## src/rtl/core/wspd_pkg.sv

```systemverilog
// ----------------------------------------------------------------------------
// Weather sensor pulse-distance transmitter package
// Shared types and constants: symbol phases, operation and register codes,
// and the words carried on the item, result and configuration channels.
// ----------------------------------------------------------------------------
package wspd_pkg;

	localparam int FRAME_BITS = 36;
	localparam int POS_BITS   = 6;
	localparam int LEN_BITS   = 16;
	localparam int REP_BITS   = 8;
	localparam int CFG_IDX_BITS = 3;
	localparam int CFG_DATA_BITS = 16;

	// Bit position that marks the sync symbol between frames.
	localparam logic [POS_BITS-1:0] SYNC_POS = POS_BITS'(FRAME_BITS);

	localparam logic [0:0] OP_TICK  = 1'b0;
	localparam logic [0:0] OP_START = 1'b1;

	localparam logic [CFG_IDX_BITS-1:0] CFG_HIGH_TICKS     = 3'd0;
	localparam logic [CFG_IDX_BITS-1:0] CFG_ONE_GAP_TICKS  = 3'd1;
	localparam logic [CFG_IDX_BITS-1:0] CFG_ZERO_GAP_TICKS = 3'd2;
	localparam logic [CFG_IDX_BITS-1:0] CFG_SYNC_GAP_TICKS = 3'd3;
	localparam logic [CFG_IDX_BITS-1:0] CFG_REPEAT_VALUE   = 3'd4;

	localparam logic [LEN_BITS-1:0] HIGH_TICKS_RST     = 16'd500;
	localparam logic [LEN_BITS-1:0] ONE_GAP_TICKS_RST  = 16'd2000;
	localparam logic [LEN_BITS-1:0] ZERO_GAP_TICKS_RST = 16'd1000;
	localparam logic [LEN_BITS-1:0] SYNC_GAP_TICKS_RST = 16'd4000;
	localparam logic [REP_BITS-1:0] REPEAT_VALUE_RST   = 8'd10;

	typedef enum logic [1:0] {
		PH_IDLE = 2'd0,
		PH_HIGH = 2'd1,
		PH_GAP  = 2'd2,
		PH_SYNC = 2'd3
	} phase_t;

	typedef struct packed {
		logic [0:0]         op;
		logic [7:0]         sensor_id;
		logic               battery_ok;
		logic [1:0]         channel;
		logic signed [11:0] temperature_tenths;
		logic [7:0]         humidity;
	} item_t;

	typedef struct packed {
		logic line_level;
		logic busy_res;
		logic start_ignored;
		logic packet_done;
	} result_t;

endpackage

```

## src/rtl/core/wspd_stream_if.sv

```systemverilog
// ----------------------------------------------------------------------------
// Stream channel
// Valid/ready channel carrying one word of a given type per handshake.
// ----------------------------------------------------------------------------
interface wspd_stream_if #(
	parameter type T = logic
) ();
	logic valid;
	logic ready;
	T     data;

	modport source (output valid, output data, input ready);
	modport sink   (input valid, input data, output ready);
endinterface

```

## src/rtl/core/wspd_cfg_if.sv

```systemverilog
// ----------------------------------------------------------------------------
// Configuration write channel
// Valid/ready channel carrying a register index and its write data.
// ----------------------------------------------------------------------------
interface wspd_cfg_if
	import wspd_pkg::*;
();
	logic                     valid;
	logic                     ready;
	logic [CFG_IDX_BITS-1:0]  index;
	logic [CFG_DATA_BITS-1:0] data;

	modport source (output valid, output index, output data, input ready);
	modport sink   (input valid, input index, input data, output ready);
endinterface

```

## src/rtl/core/weather_sensor_pulse_distance_tx.sv

```systemverilog
// ----------------------------------------------------------------------------
// Weather sensor pulse-distance transmitter
// Sends a 36-bit sensor frame as high pulses followed by low gaps whose
// length codes each bit, repeated with a sync symbol between frames.
// ----------------------------------------------------------------------------
// A result word is registered as its item is accepted, via the skid stage
// while the output is stalled. Throughput: one item per cycle while the skid
// stage is empty, so one result can wait to be taken without stopping items.
// Reset: arst_n clears the phase, bit and frame counters, ticks and result
// valid flags at once and loads the default lengths and repeat count.
module weather_sensor_pulse_distance_tx
	import wspd_pkg::*;
#(
	parameter int TICK_COUNT_BITS = 16
) (
	input  logic          clk,
	input  logic          arst_n,
	wspd_stream_if.sink   item,
	wspd_stream_if.source result,
	wspd_cfg_if.sink      cfg
);

	localparam logic [TICK_COUNT_BITS-1:0] ONE_TICK = TICK_COUNT_BITS'(1);

	// Timing registers
	logic [LEN_BITS-1:0] high_ticks_q;
	logic [LEN_BITS-1:0] one_gap_ticks_q;
	logic [LEN_BITS-1:0] zero_gap_ticks_q;
	logic [LEN_BITS-1:0] sync_gap_ticks_q;
	logic [REP_BITS-1:0] repeat_value_q;

	// Symbol state
	phase_t                     phase_q, phase_nxt;
	logic [FRAME_BITS-1:0]      frame_q, frame_nxt;
	logic [POS_BITS-1:0]        bit_pos_q, bit_pos_nxt, bit_pos_inc;
	logic [REP_BITS-1:0]        frames_left_q, frames_left_nxt, frames_dec;
	logic [TICK_COUNT_BITS-1:0] ticks_q, ticks_nxt;

	// Result buffers
	result_t res_q, skid_q, res_nxt;
	logic    res_valid_q, skid_valid_q;
	logic    item_acc, res_take;

	function automatic logic [TICK_COUNT_BITS-1:0] load_len(input logic [LEN_BITS-1:0] v);
		logic [31:0] w;
		logic [31:0] top;
		w   = 32'(v);
		top = (32'd1 << TICK_COUNT_BITS) - 32'd1;
		if (w > top) begin
			w = top;
		end
		if (w == 32'd0) begin
			w = 32'd1;
		end
		return w[TICK_COUNT_BITS-1:0];
	endfunction

	assign item.ready   = !skid_valid_q;
	assign item_acc     = item.valid && item.ready;
	assign res_take     = res_valid_q && result.ready;
	assign result.valid = res_valid_q;
	assign result.data  = res_q;
	assign cfg.ready    = 1'b1;

	always_ff @(posedge clk or negedge arst_n) begin
		if (!arst_n) begin
			high_ticks_q     <= HIGH_TICKS_RST;
			one_gap_ticks_q  <= ONE_GAP_TICKS_RST;
			zero_gap_ticks_q <= ZERO_GAP_TICKS_RST;
			sync_gap_ticks_q <= SYNC_GAP_TICKS_RST;
			repeat_value_q   <= REPEAT_VALUE_RST;
		end else if (cfg.valid) begin
			case (cfg.index)
				CFG_HIGH_TICKS:     high_ticks_q     <= cfg.data;
				CFG_ONE_GAP_TICKS:  one_gap_ticks_q  <= cfg.data;
				CFG_ZERO_GAP_TICKS: zero_gap_ticks_q <= cfg.data;
				CFG_SYNC_GAP_TICKS: sync_gap_ticks_q <= cfg.data;
				CFG_REPEAT_VALUE:   repeat_value_q   <= cfg.data[REP_BITS-1:0];
				default: ;
			endcase
		end
	end

	assign bit_pos_inc = bit_pos_q + POS_BITS'(1);
	assign frames_dec  = frames_left_q - REP_BITS'(1);

	always_comb begin
		phase_nxt       = phase_q;
		frame_nxt       = frame_q;
		bit_pos_nxt     = bit_pos_q;
		frames_left_nxt = frames_left_q;
		ticks_nxt       = ticks_q;
		res_nxt         = '0;

		if (item_acc) begin
			if (item.data.op == OP_START) begin
				if (phase_q != PH_IDLE) begin
					res_nxt.start_ignored = 1'b1;
				end else if (repeat_value_q >= REP_BITS'(2)) begin
					// Frame bit 0 sits in the MSB and goes out first.
					frame_nxt = {item.data.sensor_id, item.data.battery_ok, 1'b0,
						item.data.channel, item.data.temperature_tenths, 4'hF,
						item.data.humidity};
					frames_left_nxt = repeat_value_q - REP_BITS'(1);
					bit_pos_nxt     = '0;
					phase_nxt       = PH_HIGH;
					ticks_nxt       = load_len(high_ticks_q);
				end
				res_nxt.line_level = (phase_nxt == PH_HIGH);
			end else if (phase_q != PH_IDLE) begin
				res_nxt.line_level = (phase_q == PH_HIGH);
				if (ticks_q > ONE_TICK) begin
					ticks_nxt = ticks_q - ONE_TICK;
				end else begin
					case (phase_q)
						PH_HIGH: begin
							if (bit_pos_q < SYNC_POS) begin
								phase_nxt = PH_GAP;
								ticks_nxt = load_len(frame_q[FRAME_BITS-1] ?
									one_gap_ticks_q : zero_gap_ticks_q);
							end else begin
								phase_nxt = PH_SYNC;
								ticks_nxt = load_len(sync_gap_ticks_q);
							end
						end
						PH_GAP: begin
							// Rotating keeps the frame intact for the next repeat.
							frame_nxt = {frame_q[FRAME_BITS-2:0], frame_q[FRAME_BITS-1]};
							if (bit_pos_inc < SYNC_POS) begin
								bit_pos_nxt = bit_pos_inc;
								phase_nxt   = PH_HIGH;
								ticks_nxt   = load_len(high_ticks_q);
							end else begin
								frames_left_nxt = frames_dec;
								if (frames_dec == '0) begin
									phase_nxt           = PH_IDLE;
									bit_pos_nxt         = '0;
									ticks_nxt           = '0;
									res_nxt.packet_done = 1'b1;
								end else begin
									bit_pos_nxt = SYNC_POS;
									phase_nxt   = PH_HIGH;
									ticks_nxt   = load_len(high_ticks_q);
								end
							end
						end
						PH_SYNC: begin
							bit_pos_nxt = '0;
							phase_nxt   = PH_HIGH;
							ticks_nxt   = load_len(high_ticks_q);
						end
						default: ;
					endcase
				end
			end
		end
		res_nxt.busy_res = (phase_nxt != PH_IDLE);
	end

	always_ff @(posedge clk or negedge arst_n) begin
		if (!arst_n) begin
			phase_q       <= PH_IDLE;
			bit_pos_q     <= '0;
			frames_left_q <= '0;
			ticks_q       <= '0;
		end else begin
			phase_q       <= phase_nxt;
			bit_pos_q     <= bit_pos_nxt;
			frames_left_q <= frames_left_nxt;
			ticks_q       <= ticks_nxt;
		end
	end

	always_ff @(posedge clk) begin
		frame_q <= frame_nxt;
	end

	// A new word goes to the skid stage only while the output word is stalled.
	always_ff @(posedge clk or negedge arst_n) begin
		if (!arst_n) begin
			res_valid_q  <= 1'b0;
			skid_valid_q <= 1'b0;
		end else if (item_acc) begin
			if (res_valid_q && !res_take) begin
				skid_valid_q <= 1'b1;
			end else begin
				res_valid_q <= 1'b1;
			end
		end else if (res_take) begin
			if (skid_valid_q) begin
				skid_valid_q <= 1'b0;
			end else begin
				res_valid_q <= 1'b0;
			end
		end
	end

	always_ff @(posedge clk) begin
		if (item_acc) begin
			if (res_valid_q && !res_take) begin
				skid_q <= res_nxt;
			end else begin
				res_q <= res_nxt;
			end
		end else if (res_take && skid_valid_q) begin
			res_q <= skid_q;
		end
	end

	a_skid_behind_out: assert property (@(posedge clk) disable iff (!arst_n)
		skid_valid_q |-> res_valid_q)
		else $error("skid word held without an output word");

	a_pos_range: assert property (@(posedge clk) disable iff (!arst_n)
		(phase_q != PH_IDLE) |-> (bit_pos_q <= SYNC_POS))
		else $error("bit position beyond sync mark");

	a_frames_left: assert property (@(posedge clk) disable iff (!arst_n)
		(phase_q != PH_IDLE) |-> (frames_left_q != '0))
		else $error("busy with no frames left");

	a_ticks_loaded: assert property (@(posedge clk) disable iff (!arst_n)
		(phase_q != PH_IDLE) |-> (ticks_q != '0))
		else $error("active phase with empty tick count");

endmodule

```

## src/flat_wrapper.sv

```systemverilog
// flat-port wrapper written by rule: the top's interface ports become plain ports
module weather_sensor_pulse_distance_tx_flat import wspd_pkg::*;
#(
	parameter int TICK_COUNT_BITS = 16
)
  (clk, arst_n, item_valid, item_data, item_ready, result_valid, result_data, result_ready, cfg_valid, cfg_index, cfg_data, cfg_ready);
  wspd_stream_if #(.T(item_t)) item_i ();
  wspd_stream_if #(.T(result_t)) result_i ();
  wspd_cfg_if cfg_i ();
  input  logic clk;
  input  logic arst_n;
  input wire logic [$bits(item_i.valid)-1:0] item_valid;
  input wire logic [$bits(item_i.data)-1:0] item_data;
  output wire logic [$bits(item_i.ready)-1:0] item_ready;
  output wire logic [$bits(result_i.valid)-1:0] result_valid;
  output wire logic [$bits(result_i.data)-1:0] result_data;
  input wire logic [$bits(result_i.ready)-1:0] result_ready;
  input wire logic [$bits(cfg_i.valid)-1:0] cfg_valid;
  input wire logic [$bits(cfg_i.index)-1:0] cfg_index;
  input wire logic [$bits(cfg_i.data)-1:0] cfg_data;
  output wire logic [$bits(cfg_i.ready)-1:0] cfg_ready;
  assign item_i.valid = item_valid;
  assign item_i.data = item_data;
  assign item_ready = item_i.ready;
  assign result_valid = result_i.valid;
  assign result_data = result_i.data;
  assign result_i.ready = result_ready;
  assign cfg_i.valid = cfg_valid;
  assign cfg_i.index = cfg_index;
  assign cfg_i.data = cfg_data;
  assign cfg_ready = cfg_i.ready;
  weather_sensor_pulse_distance_tx #(.TICK_COUNT_BITS(TICK_COUNT_BITS)) u_core (.clk(clk), .arst_n(arst_n), .item(item_i), .result(result_i), .cfg(cfg_i));
endmodule
```

## config.mk

```make
export PLATFORM = sky130hd
export DESIGN_NAME = weather_sensor_pulse_distance_tx_flat
export DESIGN_NICKNAME = d
export VERILOG_FILES = /design/src/rtl/core/wspd_pkg.sv /design/src/rtl/core/wspd_stream_if.sv /design/src/rtl/core/wspd_cfg_if.sv /design/src/rtl/core/weather_sensor_pulse_distance_tx.sv /design/src/flat_wrapper.sv
export SDC_FILE = /design/constraint.sdc
export NUM_CORES = 1
export LEC_CHECK = 0
export BUFFER_PORTS_ARGS = -buffer_cell sky130_fd_sc_hd__buf_2
export CAP_MARGIN = 25
export CORE_ASPECT_RATIO = 1.1
export CORE_MARGIN = 4
export CORE_UTILIZATION = 35
export CTS_CLUSTER_SIZE = 24
export DETAILED_ROUTE_END_ITERATION = 7
export PLACE_DENSITY_LB_ADDON = 0.15
export SYNTH_ARGS = -nofsm -noshare
export SYNTH_HDL_FRONTEND = slang
export SYNTH_SLANG_ARGS = --single-unit
```

## constraint.sdc

```tcl
create_clock -name clk -period 16.2 [get_ports clk]
set_input_delay 0.81 -clock clk [delete_from_list [all_inputs] [get_ports clk]]
set_output_delay 0.81 -clock clk [all_outputs]
set_load 0.05 [all_outputs]
```

==> impl_metrics.env <==
export IMPL_status="finished, final reports clean"
export IMPL_finalWirelength_um=19500
export IMPL_synth_compound_area_share_pct=10.3
export IMPL_viasPerCell=5.35
export IMPL_critPathTopFamily="buffers and inverters"
export IMPL_cp_end_kind="flop"
export IMPL_synthMuxAreaShare_pct=18.0
export IMPL_dp_hpwl_um=13900
export IMPL_wl_per_cell_um=18.4
export IMPL_dr_pass1_iters=5
export IMPL_cp_max_fo=72
export IMPL_synth_xor_area_share_pct=2.12
export IMPL_synth_distinct_cells=65
export IMPL_first_iter_violations=270
export IMPL_ys_flop_type="dfrtp_1"
export IMPL_worst_path_stages=9
export IMPL_core_region_area_um2=22000
export IMPL_pwr_density_cell_nw_per_um2=137
export IMPL_cts_buffer_depth=2
export IMPL_worstMarginPinSlew_ns=0.918
export IMPL_avgSynthCellArea_um2=11.3
export IMPL_clk_pin_slew_ns=0.07
export IMPL_grtUsageTotal_pct=16.2
export IMPL_synth_async_reset_ratio_pct=70.7
export IMPL_final_layout_size_suffix_gt1_share_pct=33.6
export IMPL_hold_violations=0
export IMPL_reg2regPathDepth=8
export IMPL_crit_chain="buf_2 > buf_4 > clkinv_1 > ha_1 > nand3_1 > a21oi_1 > buf_4 > o311ai_0 > o21ai_0"
export IMPL_start_kind="input pin"
export IMPL_ys_warn_count=0
export IMPL_cpPeakStageDelay_ns=0.67
export IMPL_arrival_ns=4.22
export IMPL_grt_pass1_wl_um=31300
export IMPL_worst_path_buf_inv=4
export IMPL_fp_dieArea_um2=24900
export IMPL_antenna_found_initial=0
export IMPL_synth_edf_count=44
export IMPL_regArea_um2=4010
export IMPL_seq_area_frac_synth_pct=51.1
export IMPL_r2r_slack_ns=12.84
export IMPL_finalCritPeriodShare_pct=24.0
export IMPL_yosys_area_share_simple_pct=14.0
export IMPL_setup_violations=0
export IMPL_nFillCells=2113
export IMPL_drv_slew=0
export IMPL_syn_nets=760
export IMPL_finalCriticalPeriod_ns=3.89
export IMPL_fin_setup_tns_ns=0
export IMPL_hold_class="in -> async"
export IMPL_p_leak_nw=3.57
export IMPL_fin_worst_skew_ns=0.0108
export IMPL_cts_tree="yes"
export IMPL_syn_inst=695
export IMPL_initial_core_util_pct=35.6
export IMPL_drcViolationCount=0
export IMPL_multi_input_area_um2=3620
export IMPL_die_y_um=165
export IMPL_cp_slowest_cell="a21oi_1"
export IMPL_cp_required_ns=16.54
export IMPL_clk_latency_ns=0.43
export IMPL_gr_total_overflow=0
export IMPL_via_count=5668
export IMPL_whs_ns=0.354
export IMPL_cts_setup_buffers=0
export IMPL_timing_worst_setup_path_type="in -> reg"
export IMPL_port_buffers=61
export IMPL_final_cell_mix="mux2_2, dfrtp_1, buf_2, nand2_1, nor2_1"
export IMPL_cts_htree_levels=4
export IMPL_pin_count=63
export IMPL_peakVddDrop_uv=74.7
export IMPL_ant_nets=0
export IMPL_syn2layout_area_growth_pct=16.0
export IMPL_max_cap_viol_count=0
export IMPL_layout_commonest_cell="mux2_2"
export IMPL_post_cts_hold_buffer_count=0
export IMPL_worst_path_most_repeated_cell="buf_4"
export IMPL_synth_seq_cells=150
export IMPL_synthAdderAreaFrac_pct=1.44
export IMPL_cts_made_buffers=17
export IMPL_grt_pass1_vias=5709
export IMPL_cts_sinks=150
export IMPL_clock_fmax_mhz=257
export IMPL_antenna_cells=0
export IMPL_cts_resized=0
export IMPL_nNetsFinal=816
export IMPL_rows=57
export IMPL_die_x_um=151
export IMPL_rsz0062_at_grt="false"
export IMPL_synth_top_family_by_area="multiplexers"
export IMPL_syn_area_um2=7840
export IMPL_slew_limit_headroom_pct=38.8
export IMPL_place_gp_congestion=0.831
export IMPL_root_buffer="clkbuf_16"
export IMPL_grt_max_degree=73
[synthesized netlist by cell type (7+ instances only)]
library cell  number  area [um2]
ha_1               9         113
dfstp_2           26         683
nand2_1           51         191
nand3_1           18        90.1
xor2_1             7        61.3
nor3_1            19        95.1
or2_2              7        43.8
dfrtp_1           80        2000
nor4_1            17         106
o21ai_0           19        95.1
edfxtp_1          44        1320
mux2_2           104        1170
o31ai_1            9        67.6
nand4_1           10        62.6
clkbuf_1          29         109
a31oi_1           11        68.8
a21oi_1           35         175
a211o_1            8        70.1
xnor2_1           12         105
mux2i_1           24         240
inv_1             19        71.3
nor2_1            46         173
[logic make-up (layout without fill, tap and decap cells)]
logic type / Yosys count / count (layout)
xor+xnor: 19 / 19
other cells: 1 / 1
buf+inv: 58 / 127
fa+ha+maj: 9 / 9
simple gates: 209 / 209
mux: 128 / 128
compound gates: 121 / 121
flops: 150 / 150
[report_power, final]
group	switching (W)	internal [W]
combinational	0.000150	0.000123
clock	0.000179	0.000231
sequential	0.0000834	0.000479
[worst register-to-register path, delay by kind of cell, from the launching register on]
family / cells / cell delay, ns
simple gates: 2 / 0.68
buf+inv: 2 / 0.40
flops: 1 / 0.86
compound gates: 3 / 1.00
fa+ha+maj: 1 / 0.33
[final cells by class]
cell class | instances | share of cell area (%)
well taps | 295 | 4.06
clock inverters | 13 | 1.69
repair buffers | 74 | 4.46
multi-input cells | 487 | 39.8
flip-flops and latches | 150 | 44.1
clock buffers | 19 | 5.04
inverters | 21 | 0.867
[per-stage QoR]
step / utilization [%] / total power, W / cell area (um2) / worst slack (ns) / std cells
final: 41.3 / 0.00124 / 9090 / 12.31 / 1059
after global placement: 38.4 / 0.000831 / 8470 / 11.75 / 1025
after floorplan: - / 0.000750 / 7840 / 10.37 / 695
after detailed placement: 38.5 / 0.000841 / 8470 / 11.92 / 1026
after global routing: 41.3 / 0.00132 / 9090 / 11.87 / 1059
after CTS: 41.2 / 0.00125 / 9090 / 12.33 / 1058
[flip-flops by register name, summed over array words and instances, names as in the netlist, 4 cells and up]
name,count
u_core.ticks_q,16
u_core.sync_gap_ticks_q,16
u_core.repeat_value_q,8
u_core.one_gap_ticks_q,16
u_core.result.data,4
u_core.frame_q,36
u_core.zero_gap_ticks_q,16
u_core.frames_left_q,8
u_core.high_ticks_q,16
u_core.skid_q,4
u_core.bit_pos_q,6
[per-layer routing]
layer / up-vias / track usage [%] / share of wire, %
met5: - / 0 / 0
met4: 0 / 4.74 / 1.6
met3: 26 / 3.18 / 3.5
met2: 116 / 25.5 / 48
met1: 2827 / 22.6 / 47
li1: 2699 / - / -
[worst paths after layout]
path | startpoint | to
max | item_data[31] | u_core.ticks_q[12]
max reg2reg | u_core.phase_q[1] | u_core.ticks_q[12]
min reg2reg | u_core.frame_q[8] | u_core.frame_q[9]
max in group asynchronous | arst_n | u_core.high_ticks_q[0]
min | arst_n | u_core.ticks_q[8]
min in group clk | u_core.frame_q[8] | u_core.frame_q[9]
(Power assumes the default switching activity.)
